### config.mk
export PLATFORM = sky130hd
export DESIGN_NAME = imu_fifo_sample_assembler_top_flat
export DESIGN_NICKNAME = d
export VERILOG_FILES = /design/src/hw/rtl/ifsa_pkg.sv /design/src/hw/rtl/ifsa_in_if.sv /design/src/hw/rtl/ifsa_out_if.sv /design/src/hw/rtl/ifsa_core.sv /design/src/hw/rtl/imu_fifo_sample_assembler_top.sv /design/src/flat_wrapper.sv
export SDC_FILE = /design/constraint.sdc
export NUM_CORES = 1
export LEC_CHECK = 0
export ABC_AREA = 1
export BUFFER_PORTS_ARGS = -buffer_cell sky130_fd_sc_hd__buf_4
export CAP_MARGIN = 5
export CORE_MARGIN = 1
export CORE_UTILIZATION = 35
export DETAILED_ROUTE_END_ITERATION = 8
export PLACE_DENSITY_LB_ADDON = 0.25
export SLEW_MARGIN = 20
export SYNTH_ARGS = -nofsm -noshare
export SYNTH_HDL_FRONTEND = slang
export SYNTH_HIERARCHICAL = 1
export SYNTH_SLANG_ARGS = --single-unit
### constraint.sdc
create_clock -name i_clk -period 11 [get_ports i_clk]
set_clock_uncertainty 0.2 [all_clocks]
set_input_delay 2.2 -clock i_clk [delete_from_list [all_inputs] [get_ports i_clk]]
set_output_delay 2.2 -clock i_clk [all_outputs]
set_load 0.01 [all_outputs]
### src/hw/rtl/ifsa_pkg.sv
package ifsa_pkg;

    localparam int unsigned TAG_W     = 8;
    localparam int unsigned DATA_W    = 48;
    localparam int unsigned MS_W      = 32;
    localparam int unsigned TICK_W    = 32;
    localparam int unsigned AXIS_W    = 16;
    localparam int unsigned PERIOD_W  = 12;
    localparam int unsigned KIND_W    = 5;

    localparam logic [KIND_W-1:0] KIND_GYRO  = 5'h01;
    localparam logic [KIND_W-1:0] KIND_ACCEL = 5'h02;
    localparam logic [KIND_W-1:0] KIND_STAMP = 5'h04;

    localparam logic [PERIOD_W-1:0] PERIOD_RESET = 12'd769;

    typedef struct packed {
        logic [TAG_W-1:0]  tag_byte;
        logic [DATA_W-1:0] payload;
        logic [MS_W-1:0]   uptime_ms;
    } t_in_item;

    typedef struct packed {
        logic [TICK_W-1:0]        stamp_ticks;
        logic signed [AXIS_W-1:0] accel_x;
        logic signed [AXIS_W-1:0] accel_y;
        logic signed [AXIS_W-1:0] accel_z;
        logic signed [AXIS_W-1:0] gyro_x;
        logic signed [AXIS_W-1:0] gyro_y;
        logic signed [AXIS_W-1:0] gyro_z;
        logic                     from_hardware;
    } t_sample;

    // multiply by 40 ticks per millisecond as two shifted adds, wraps at 32 bits
    function automatic logic [TICK_W-1:0] ms_to_ticks(input logic [MS_W-1:0] ms);
        logic [TICK_W-1:0] a;
        logic [TICK_W-1:0] b;
        a = {ms[TICK_W-6:0], 5'b0};
        b = {ms[TICK_W-4:0], 3'b0};
        return a + b;
    endfunction

endpackage

### src/hw/rtl/ifsa_in_if.sv
interface ifsa_in_if;
    logic        valid;
    logic        ready;
    logic [7:0]  tag_byte;
    logic [47:0] payload;
    logic [31:0] uptime_ms;

    modport source (output valid, output tag_byte, output payload, output uptime_ms,
                    input ready);
    modport sink   (input valid, input tag_byte, input payload, input uptime_ms,
                    output ready);
endinterface

### src/hw/rtl/ifsa_out_if.sv
interface ifsa_out_if;
    logic               valid;
    logic               ready;
    logic [31:0]        stamp_ticks;
    logic signed [15:0] accel_x;
    logic signed [15:0] accel_y;
    logic signed [15:0] accel_z;
    logic signed [15:0] gyro_x;
    logic signed [15:0] gyro_y;
    logic signed [15:0] gyro_z;
    logic               from_hardware;

    modport source (output valid, output stamp_ticks, output accel_x, output accel_y,
                    output accel_z, output gyro_x, output gyro_y, output gyro_z,
                    output from_hardware, input ready);
    modport sink   (input valid, input stamp_ticks, input accel_x, input accel_y,
                    input accel_z, input gyro_x, input gyro_y, input gyro_z,
                    input from_hardware, output ready);
endinterface

### src/hw/rtl/ifsa_core.sv
module ifsa_core (
    input  logic                               i_clk,
    input  logic                               i_rst_n,
    input  logic                               i_adv,
    input  ifsa_pkg::t_in_item                 i_item,
    input  logic [ifsa_pkg::PERIOD_W-1:0]      i_period,
    input  logic                               i_cfg_we,
    output logic                               o_emit,
    output ifsa_pkg::t_sample                  o_sample
);
    import ifsa_pkg::*;

    logic [AXIS_W-1:0] r_accel [3];
    logic [AXIS_W-1:0] r_gyro  [3];
    logic [TICK_W-1:0] r_stamp;
    logic              r_have_accel;
    logic              r_have_gyro;
    logic              r_have_stamp;
    logic [TICK_W-1:0] r_counter;
    logic              r_seeded;

    logic [AXIS_W-1:0] n_accel [3];
    logic [AXIS_W-1:0] n_gyro  [3];
    logic [TICK_W-1:0] n_stamp;
    logic              n_have_accel;
    logic              n_have_gyro;
    logic              n_have_stamp;
    logic [TICK_W-1:0] n_counter;
    logic              n_seeded;

    logic [KIND_W-1:0] kind;
    logic [TICK_W-1:0] soft_base;
    logic [TICK_W-1:0] stamp;
    logic [TICK_W-1:0] period_ext;
    logic              hw_stamped;

    assign kind       = i_item.tag_byte[TAG_W-1:TAG_W-KIND_W];
    assign period_ext = {{(TICK_W-PERIOD_W){1'b0}}, i_period};

    always_comb begin
        n_accel      = r_accel;
        n_gyro       = r_gyro;
        n_stamp      = r_stamp;
        n_have_accel = r_have_accel;
        n_have_gyro  = r_have_gyro;
        n_have_stamp = r_have_stamp;
        n_counter    = r_counter;
        n_seeded     = r_seeded;

        // store the word by type
        case (kind)
            KIND_ACCEL: begin
                for (int k = 0; k < 3; k++) begin
                    n_accel[k] = i_item.payload[k*AXIS_W +: AXIS_W];
                end
                n_have_accel = 1'b1;
            end
            KIND_GYRO: begin
                for (int k = 0; k < 3; k++) begin
                    n_gyro[k] = i_item.payload[k*AXIS_W +: AXIS_W];
                end
                n_have_gyro = 1'b1;
            end
            KIND_STAMP: begin
                n_stamp      = i_item.payload[TICK_W-1:0];
                n_have_stamp = 1'b1;
            end
            default: begin
            end
        endcase

        o_emit = n_have_accel && n_have_gyro;

        // software base: seed from uptime on first use
        soft_base  = r_seeded ? r_counter : ms_to_ticks(i_item.uptime_ms);
        hw_stamped = n_have_stamp;
        stamp      = hw_stamped ? n_stamp : soft_base;

        if (o_emit) begin
            n_counter    = stamp + period_ext;
            n_seeded     = 1'b1;
            n_have_accel = 1'b0;
            n_have_gyro  = 1'b0;
            n_have_stamp = 1'b0;
        end

        o_sample.stamp_ticks   = stamp;
        o_sample.accel_x       = n_accel[0];
        o_sample.accel_y       = n_accel[1];
        o_sample.accel_z       = n_accel[2];
        o_sample.gyro_x        = n_gyro[0];
        o_sample.gyro_y        = n_gyro[1];
        o_sample.gyro_z        = n_gyro[2];
        o_sample.from_hardware = hw_stamped;
    end

    always_ff @(posedge i_clk) begin
        if (!i_rst_n) begin
            for (int k = 0; k < 3; k++) begin
                r_accel[k] <= '0;
                r_gyro[k]  <= '0;
            end
            r_stamp      <= '0;
            r_have_accel <= 1'b0;
            r_have_gyro  <= 1'b0;
            r_have_stamp <= 1'b0;
            r_counter    <= '0;
            r_seeded     <= 1'b0;
        end else begin
            if (i_adv) begin
                r_accel      <= n_accel;
                r_gyro       <= n_gyro;
                r_stamp      <= n_stamp;
                r_have_accel <= n_have_accel;
                r_have_gyro  <= n_have_gyro;
                r_have_stamp <= n_have_stamp;
                r_counter    <= n_counter;
            end
            // period write forces a reseed
            if (i_cfg_we) begin
                r_seeded <= 1'b0;
            end else if (i_adv) begin
                r_seeded <= n_seeded;
            end
        end
    end

endmodule

### src/hw/rtl/imu_fifo_sample_assembler_top.sv
// channel  dir  modport  beat contents
// i_in     in   sink     tag_byte, payload, uptime_ms
// o_out    out  source   stamp_ticks, accel/gyro x y z, from_hardware
// cfg      in   -        i_cfg_we, i_cfg_wdata (period_ticks)
//
// one beat per cycle sustained unless output stalls; samples exit the result register
// the rate is set by the input register feeding the assembler in one pass
// reset is synchronous, active low: presence and seed flags clear, period goes to 769
// a stalled output holds its sample; the input register still drains into a
// free output slot, so in ready only drops when both stages are full
module imu_fifo_sample_assembler_top (
    input  logic                          i_clk,
    input  logic                          i_rst_n,
    ifsa_in_if.sink                       i_in,
    ifsa_out_if.source                    o_out,
    input  logic                          i_cfg_we,
    input  logic [ifsa_pkg::PERIOD_W-1:0] i_cfg_wdata
);
    import ifsa_pkg::*;

    // input register stage
    logic     r_in_valid;
    t_in_item r_in_item;

    // result register stage
    logic     r_out_valid;
    t_sample  r_out;

    // period register
    logic [PERIOD_W-1:0] r_period;

    logic    adv;
    logic    emit;
    t_sample sample;

    // the held word moves on when the result slot is free or being emptied
    assign adv        = r_in_valid && (!r_out_valid || o_out.ready);
    assign i_in.ready = !r_in_valid || adv;

    ifsa_core u_core (
        .i_clk    (i_clk),
        .i_rst_n  (i_rst_n),
        .i_adv    (adv),
        .i_item   (r_in_item),
        .i_period (r_period),
        .i_cfg_we (i_cfg_we),
        .o_emit   (emit),
        .o_sample (sample)
    );

    always_ff @(posedge i_clk) begin
        if (!i_rst_n) begin
            r_in_valid  <= 1'b0;
            r_out_valid <= 1'b0;
            r_period    <= PERIOD_RESET;
        end else begin
            // capture a beat when the input stage is free or draining
            if (i_in.ready) begin
                r_in_valid <= i_in.valid;
            end
            // result slot: load on emission, clear when taken
            if (adv && emit) begin
                r_out_valid <= 1'b1;
            end else if (o_out.ready) begin
                r_out_valid <= 1'b0;
            end
            if (i_cfg_we) begin
                r_period <= i_cfg_wdata;
            end
        end
    end

    // payload registers, no reset needed
    always_ff @(posedge i_clk) begin
        if (i_in.ready && i_in.valid) begin
            r_in_item.tag_byte  <= i_in.tag_byte;
            r_in_item.payload   <= i_in.payload;
            r_in_item.uptime_ms <= i_in.uptime_ms;
        end
        if (adv && emit) begin
            r_out <= sample;
        end
    end

    assign o_out.valid         = r_out_valid;
    assign o_out.stamp_ticks   = r_out.stamp_ticks;
    assign o_out.accel_x       = r_out.accel_x;
    assign o_out.accel_y       = r_out.accel_y;
    assign o_out.accel_z       = r_out.accel_z;
    assign o_out.gyro_x        = r_out.gyro_x;
    assign o_out.gyro_y        = r_out.gyro_y;
    assign o_out.gyro_z        = r_out.gyro_z;
    assign o_out.from_hardware = r_out.from_hardware;

endmodule

### src/flat_wrapper.sv
// flat-port wrapper written by rule: the top's interface ports become plain ports
module imu_fifo_sample_assembler_top_flat import ifsa_pkg::*;
  (i_clk, i_rst_n, i_cfg_we, i_cfg_wdata, i_in_valid, i_in_tag_byte, i_in_payload, i_in_uptime_ms, i_in_ready, o_out_valid, o_out_stamp_ticks, o_out_accel_x, o_out_accel_y, o_out_accel_z, o_out_gyro_x, o_out_gyro_y, o_out_gyro_z, o_out_from_hardware, o_out_ready);
  ifsa_in_if i_in_i ();
  ifsa_out_if o_out_i ();
  input  logic i_clk;
  input  logic i_rst_n;
  input  logic i_cfg_we;
  input  logic [ifsa_pkg::PERIOD_W-1:0] i_cfg_wdata;
  input wire logic [$bits(i_in_i.valid)-1:0] i_in_valid;
  input wire logic [$bits(i_in_i.tag_byte)-1:0] i_in_tag_byte;
  input wire logic [$bits(i_in_i.payload)-1:0] i_in_payload;
  input wire logic [$bits(i_in_i.uptime_ms)-1:0] i_in_uptime_ms;
  output wire logic [$bits(i_in_i.ready)-1:0] i_in_ready;
  output wire logic [$bits(o_out_i.valid)-1:0] o_out_valid;
  output wire logic [$bits(o_out_i.stamp_ticks)-1:0] o_out_stamp_ticks;
  output wire logic [$bits(o_out_i.accel_x)-1:0] o_out_accel_x;
  output wire logic [$bits(o_out_i.accel_y)-1:0] o_out_accel_y;
  output wire logic [$bits(o_out_i.accel_z)-1:0] o_out_accel_z;
  output wire logic [$bits(o_out_i.gyro_x)-1:0] o_out_gyro_x;
  output wire logic [$bits(o_out_i.gyro_y)-1:0] o_out_gyro_y;
  output wire logic [$bits(o_out_i.gyro_z)-1:0] o_out_gyro_z;
  output wire logic [$bits(o_out_i.from_hardware)-1:0] o_out_from_hardware;
  input wire logic [$bits(o_out_i.ready)-1:0] o_out_ready;
  assign i_in_i.valid = i_in_valid;
  assign i_in_i.tag_byte = i_in_tag_byte;
  assign i_in_i.payload = i_in_payload;
  assign i_in_i.uptime_ms = i_in_uptime_ms;
  assign i_in_ready = i_in_i.ready;
  assign o_out_valid = o_out_i.valid;
  assign o_out_stamp_ticks = o_out_i.stamp_ticks;
  assign o_out_accel_x = o_out_i.accel_x;
  assign o_out_accel_y = o_out_i.accel_y;
  assign o_out_accel_z = o_out_i.accel_z;
  assign o_out_gyro_x = o_out_i.gyro_x;
  assign o_out_gyro_y = o_out_i.gyro_y;
  assign o_out_gyro_z = o_out_i.gyro_z;
  assign o_out_from_hardware = o_out_i.from_hardware;
  assign o_out_i.ready = o_out_ready;
  imu_fifo_sample_assembler_top u_core (.i_clk(i_clk), .i_rst_n(i_rst_n), .i_in(i_in_i), .o_out(o_out_i), .i_cfg_we(i_cfg_we), .i_cfg_wdata(i_cfg_wdata));
endmodule
; ---- Word level (Yosys, flattened, before mapping)
; Index checks and enable logic that the tools add are counted.
[word_totals]
register_bits = 392
wordCells = 56
in_bits = 105
[op_classes]
reduce_logical = 11
bitwise_logic = 1
n_addsub = 2
mux = 13
n_eq_ne = 3
[ops]
columns = operator, n
row1 = 2-to-1 mux 32 bit, 3
row2 = 2-to-1 mux 48 bit, 2
row3 = adder 32 x 12 -> 32 bit, 1
row4 = adder 32 bit, 1
row5 = 2-to-1 mux 1 bit, 8
row6 = "== test 5 x 1 -> 1 bit, second input constant", 1
row7 = "== test 5 x 2 -> 1 bit, second input constant", 1
row8 = "== test 5 x 3 -> 1 bit, second input constant", 1
row9 = logical AND 1 bit, 4
row10 = logical NOT 1 bit, 2
row11 = logical OR 1 bit, 2
row12 = AND reduction 2 bit, 1
row13 = nonzero test 2 bit, 1
row14 = OR reduction 2 bit, 1
row15 = NOT 1 bit, 1

; ---- Depth between registers and ports, before layout
[logic_depth]
ltp_word = 5
mapped_depth = 23
mapped_depth_nobuf = 22

; ---- Modules after synthesis
; Netlist, hierarchy kept.
[modules_own_cells]
columns = mod, cells_each, n_inst, area_each_um2
row1 = ifsa_core, 1815, 1, 11029.3
row2 = imu_fifo_sample_assembler_top, 286, 1, 7044.3

; ---- Worst setup path after synthesis
; OpenSTA, ideal clock, no wires.
[synth_timing]
path_kind = input -> register
from = in o_out_ready
to = reg u_core.r_out (netlist bit u_core/o_out.accel_x[0]) (enable)
arrival_time_ns = 11.032
path_buffers = 0
cell_stages = 4
setup_slack_ns = -1.007
required_ns = 10.026
path_cell_list = inv_1 > nand2_1 > inv_1 > nor3_1
[synth_between]
elab_chain_len = 3
[synth_lines]
columns = element, line_no
row1 = start: declaration, flat_wrapper.sv:24  ; input wire logic [$bits(o_out_i.ready)-1:0] o_out_ready;
row2 = logical OR 1 bit, imu_fifo_sample_assembler_top.sv:37  ; assign adv = r_in_valid && (!r_out_valid || o_out.ready);
row3 = logical AND 1 bit, imu_fifo_sample_assembler_top.sv:37
row4 = logical AND 1 bit, imu_fifo_sample_assembler_top.sv:80  ; if (adv && emit) begin
row5 = end signal: assignment, imu_fifo_sample_assembler_top.sv:81  ; r_out <= sample;
row6 = end: declaration, imu_fifo_sample_assembler_top.sv:27  ; t_sample r_out;
; No other way between the ends.
; A chain may end at the register's enable or synchronous reset.

; ---- Worst setup path in the final report
[layout_timing]
from = in o_out_ready
to = out i_in_ready
[layout_between]
elab_chain_len = 3
[layout_lines]
columns = element, line_no
row1 = logical OR 1 bit, imu_fifo_sample_assembler_top.sv:37
row2 = logical AND 1 bit, imu_fifo_sample_assembler_top.sv:37
row3 = logical OR 1 bit, imu_fifo_sample_assembler_top.sv:38  ; assign i_in.ready = !r_in_valid || adv;
row4 = end: declaration, flat_wrapper.sv:14  ; output wire logic [$bits(i_in_i.ready)-1:0] i_in_ready;
; No other way between the ends.

==> flow_summary.html <==
<table>
<tr><th>Metric</th><th>Value</th></tr>
<tr><th colspan="2">Status</th></tr>
<tr><td>Outcome</td><td>finished clean</td></tr>
<tr><th colspan="2">Worst setup path</th></tr>
<tr><td>Required @ worst endpoint</td><td>8600 ps</td></tr>
<tr><td>Depth of the most critical reg-to-reg path</td><td>19</td></tr>
<tr><td>Endpoint of the most critical register-to-register path</td><td>u_core/u_core/r_counter[26]</td></tr>
<tr><td>Critical Path Most Common Cell</td><td>buf_4</td></tr>
<tr><td>Series of cell instances along the critical path</td><td>buf_4 &gt; inv_1 &gt; nand3_1 &gt; buf_4</td></tr>
<tr><td>Origin of the critical flop-to-flop path</td><td>u_core/r_in_item[87]</td></tr>
<tr><td>Type of origin of the critical path</td><td>input pin</td></tr>
<tr><td>Type of the worst setup path</td><td>in -&gt; out</td></tr>
<tr><td>Type of destination of the critical path</td><td>primary output</td></tr>
<tr><td>Slowest cell on the critical path</td><td>buf_4</td></tr>
<tr><td>R2r setup slk</td><td>6080 ps</td></tr>
<tr><td>Critical-path maximum fanout</td><td>3</td></tr>
<tr><td>Worst path max stage delay</td><td>160 ps</td></tr>
<tr><td>Worst endpoint data arrival time</td><td>2630 ps</td></tr>
<tr><th colspan="2">CTS</th></tr>
<tr><td>Sink Count</td><td>389</td></tr>
<tr><td>Total of hold buffers inserted after clock tree synthesis</td><td>0</td></tr>
<tr><td>Setup Buffers After CTS</td><td>0</td></tr>
<tr><td>Max clock buf depth</td><td>3</td></tr>
<tr><td>Post-cts repair resize count</td><td>0</td></tr>
<tr><td>Clock input transition at the sequential cells of the worst setup and hold paths</td><td>50 ps</td></tr>
<tr><td>Number of buffers created by CTS</td><td>44</td></tr>
<tr><td>Clock tree from TritonCTS</td><td>yes</td></tr>
<tr><td>Buffer cell driving the clock tree root</td><td>clkbuf_16</td></tr>
<tr><td>Worst skew pair latency</td><td>580 ps</td></tr>
<tr><td>H-tree levels</td><td>2</td></tr>
<tr><th colspan="2">Hold path</th></tr>
<tr><td>Launch point of the worst hold path</td><td>u_core/u_core/r_counter[31]</td></tr>
<tr><td>Hold/Removal Path Class</td><td>reg -&gt; reg</td></tr>
<tr><td>Capture endpoint of the worst hold path</td><td>u_core/u_core/r_counter[31]</td></tr>
<tr><td>Worst Hold Path Cells</td><td>2</td></tr>
<tr><th colspan="2">Power</th></tr>
<tr><td>Lkg Pwr</td><td>9.53 nW</td></tr>
<tr><td>Worst IR drop on VDD</td><td>0.119 mV</td></tr>
<tr><td>Ratio of total power to cell area</td><td>161 nW/µm²</td></tr>
<tr><th colspan="2">Die</th></tr>
<tr><td>Die H</td><td>228 µm</td></tr>
<tr><td>Number of top-level pins</td><td>236</td></tr>
<tr><td>Row count</td><td>82</td></tr>
<tr><td>Initial core utilization</td><td>0.356</td></tr>
<tr><td>Die area</td><td>52000 µm²</td></tr>
<tr><td>Core Footprint</td><td>50300 µm²</td></tr>
<tr><td>Chip Width</td><td>228 µm</td></tr>
<tr><th colspan="2">Timing</th></tr>
<tr><td>Worst slew margin relative to its limit</td><td>0.330</td></tr>
<tr><td>Unrepaired setup endpoints after global routing</td><td>false</td></tr>
<tr><td>Post-layout worst setup margin</td><td>5970 ps</td></tr>
<tr><td>Slew of the pin with the lowest slew margin</td><td>1010 ps</td></tr>
<tr><td>Achievable Freq</td><td>199 MHz</td></tr>
<tr><td>Number of endpoints failing setup at the final stage</td><td>0</td></tr>
<tr><td>Min cycle time layout</td><td>5030 ps</td></tr>
<tr><td>Share of the cycle needed by the critical path after routing</td><td>0.457</td></tr>
<tr><td>Max-slew violation count</td><td>0</td></tr>
<tr><td>Hold_ws</td><td>253 ps</td></tr>
<tr><td>Number of hold violations in the final report</td><td>0</td></tr>
<tr><td>Setup TNS Final</td><td>0 ps</td></tr>
<tr><th colspan="2">Synth</th></tr>
<tr><td>Yosys warns</td><td>6</td></tr>
<tr><td>Average cell area after synthesis</td><td>8.54 µm²</td></tr>
<tr><td>Nets in the synthesized netlist</td><td>2240</td></tr>
<tr><td>Syn Std Cell Area</td><td>17900 µm²</td></tr>
<tr><td>Gate count of the mapped netlist</td><td>2095</td></tr>
<tr><th colspan="2">Global route</th></tr>
<tr><td>Met1 capacity usage during global routing</td><td>0.248</td></tr>
<tr><td>GR Overflow Total</td><td>0</td></tr>
<tr><td>Via count of the first global-routing pass</td><td>13500</td></tr>
<tr><td>Pin count of the biggest net entering global routing</td><td>99</td></tr>
<tr><td>Met3 usage in global routing</td><td>0.0314</td></tr>
<tr><td>Initial antenna violation count</td><td>0</td></tr>
<tr><td>Met2 routing resource usage after global routing</td><td>0.308</td></tr>
<tr><td>Most Used Layer, Global Route</td><td>met2</td></tr>
<tr><td>Wire length of the first global-routing pass</td><td>76100 µm</td></tr>
<tr><td>Total routing usage reported by global routing</td><td>0.187</td></tr>
<tr><th colspan="2">Finish</th></tr>
<tr><td>Final Non-Filler Cells</td><td>3002</td></tr>
<tr><td>Top library cells by usage in the layout, fill and taps aside</td><td>nand2_1, o21ai_0, nor2_1, buf_4, inv_1</td></tr>
<tr><td>Layout overhead on the synthesized area</td><td>21.5%</td></tr>
<tr><td>Most frequent standard cell in the layout excluding fill and tap cells</td><td>nand2_1</td></tr>
<tr><td>Filler cells</td><td>4977</td></tr>
<tr><td>Multi-input logic area</td><td>6660 µm²</td></tr>
<tr><td>Layout cells sized above 1</td><td>0.170</td></tr>
<tr><td>Area of all placed cells without fillers</td><td>21700 µm²</td></tr>
<tr><td>Number of antenna diodes</td><td>0</td></tr>
<tr><td>Seq. cell area</td><td>9900 µm²</td></tr>
<tr><td>Number of nets at the end of the flow</td><td>2439</td></tr>
<tr><th colspan="2">Routing</th></tr>
<tr><td>Initial DRC count</td><td>1137</td></tr>
<tr><td>Routed WL per cell</td><td>16.3 µm</td></tr>
<tr><td>Total vias in the final route</td><td>14400</td></tr>
<tr><td>Initial DRT Pass Iterations</td><td>5</td></tr>
<tr><td>Wire length reported by the detailed router</td><td>49100 µm</td></tr>
<tr><td>Number of remaining DRC errors</td><td>0</td></tr>
<tr><td>Number of nets with antenna violations after detailed routing</td><td>0</td></tr>
<tr><td>Detail-routed via count per cell</td><td>4.81</td></tr>
<tr><th colspan="2">Placement</th></tr>
<tr><td>Count of buffers from port buffering</td><td>229</td></tr>
<tr><td>Final HPWL DP</td><td>33600 µm</td></tr>
<tr><td>Minimum setup slack after placement</td><td>5620 ps</td></tr>
<tr><td>Post-placement cell area</td><td>20200 µm²</td></tr>
<tr><td>Final weighted congestion of routability-driven global placement</td><td>0.877</td></tr>
<tr><td>Placed Instances</td><td>2919</td></tr>
<tr><th colspan="2">Flow run</th></tr>
<tr><td>Maximum Capacitance Violations</td><td>0</td></tr>
</table>
==> metrics by stage <==
stage	util	total power, mW
5_1_grt	0.432	3.66
4_1_cts	0.432	3.55
6_report	0.432	3.50
3_5_place_dp	0.402	2.03
3_3_place_gp	0.402	2.03
2_1_floorplan	-	1.91
==> worst max-delay path: cells and delay by family <==
family                 cells  cell delay [ps]
buffers and inverters      3              320
AND/OR/NAND/NOR            1              100
==> how the worst max path moves through the flow <==
stage	slack, ps	start	endpoint	cells after the start
6_report	5970	o_out_ready	i_in_ready	4
5_1_grt	5600	u_core/r_in_item[87]	u_core/u_core/r_counter[27]	21
4_1_cts	5980	o_out_ready	i_in_ready	4
3_5_place_dp	5620	o_out_ready	u_core/u_core/r_counter[14]	15
3_3_place_gp	5640	o_out_ready	u_core/u_core/r_counter[22]	15
2_1_floorplan	2980	o_out_ready	u_core/o_out.accel_x[0]	4
==> metal layers <==
metal	vias up	share of wire
met4	0	0.026
met3	77	0.053
met1	6734	0.45
met5	-	0
li1	7265	-
met2	357	0.47
==> state kept, by name, summed over array words and instances (netlist names), 32 cells and up <==
signal / count
u_core/r_in_item: 82
u_core/u_core/r_accel: 48
u_core/u_core/r_gyro: 48
u_core/o_out.stamp_ticks: 32
u_core/u_core/r_counter: 32
u_core/u_core/r_stamp: 32
==> power breakdown <==
part	internal, mW	leakage [nW]	total, mW	switching, mW
clock	0.885	0.736	1.50	0.612
sequential	1.58	3.40	1.60	0.0187
combinational	0.138	5.39	0.406	0.267
==> layout make-up <==
class	count	share of cell area
flip-flops and latches	389	0.455
multi-input cells	1353	0.306
repair buffers	244	0.0853
clock buffers	64	0.0588
inverters	262	0.0453
well taps	672	0.0387
clock inverters	18	0.0104
Power figures use the tool's default switching activity.
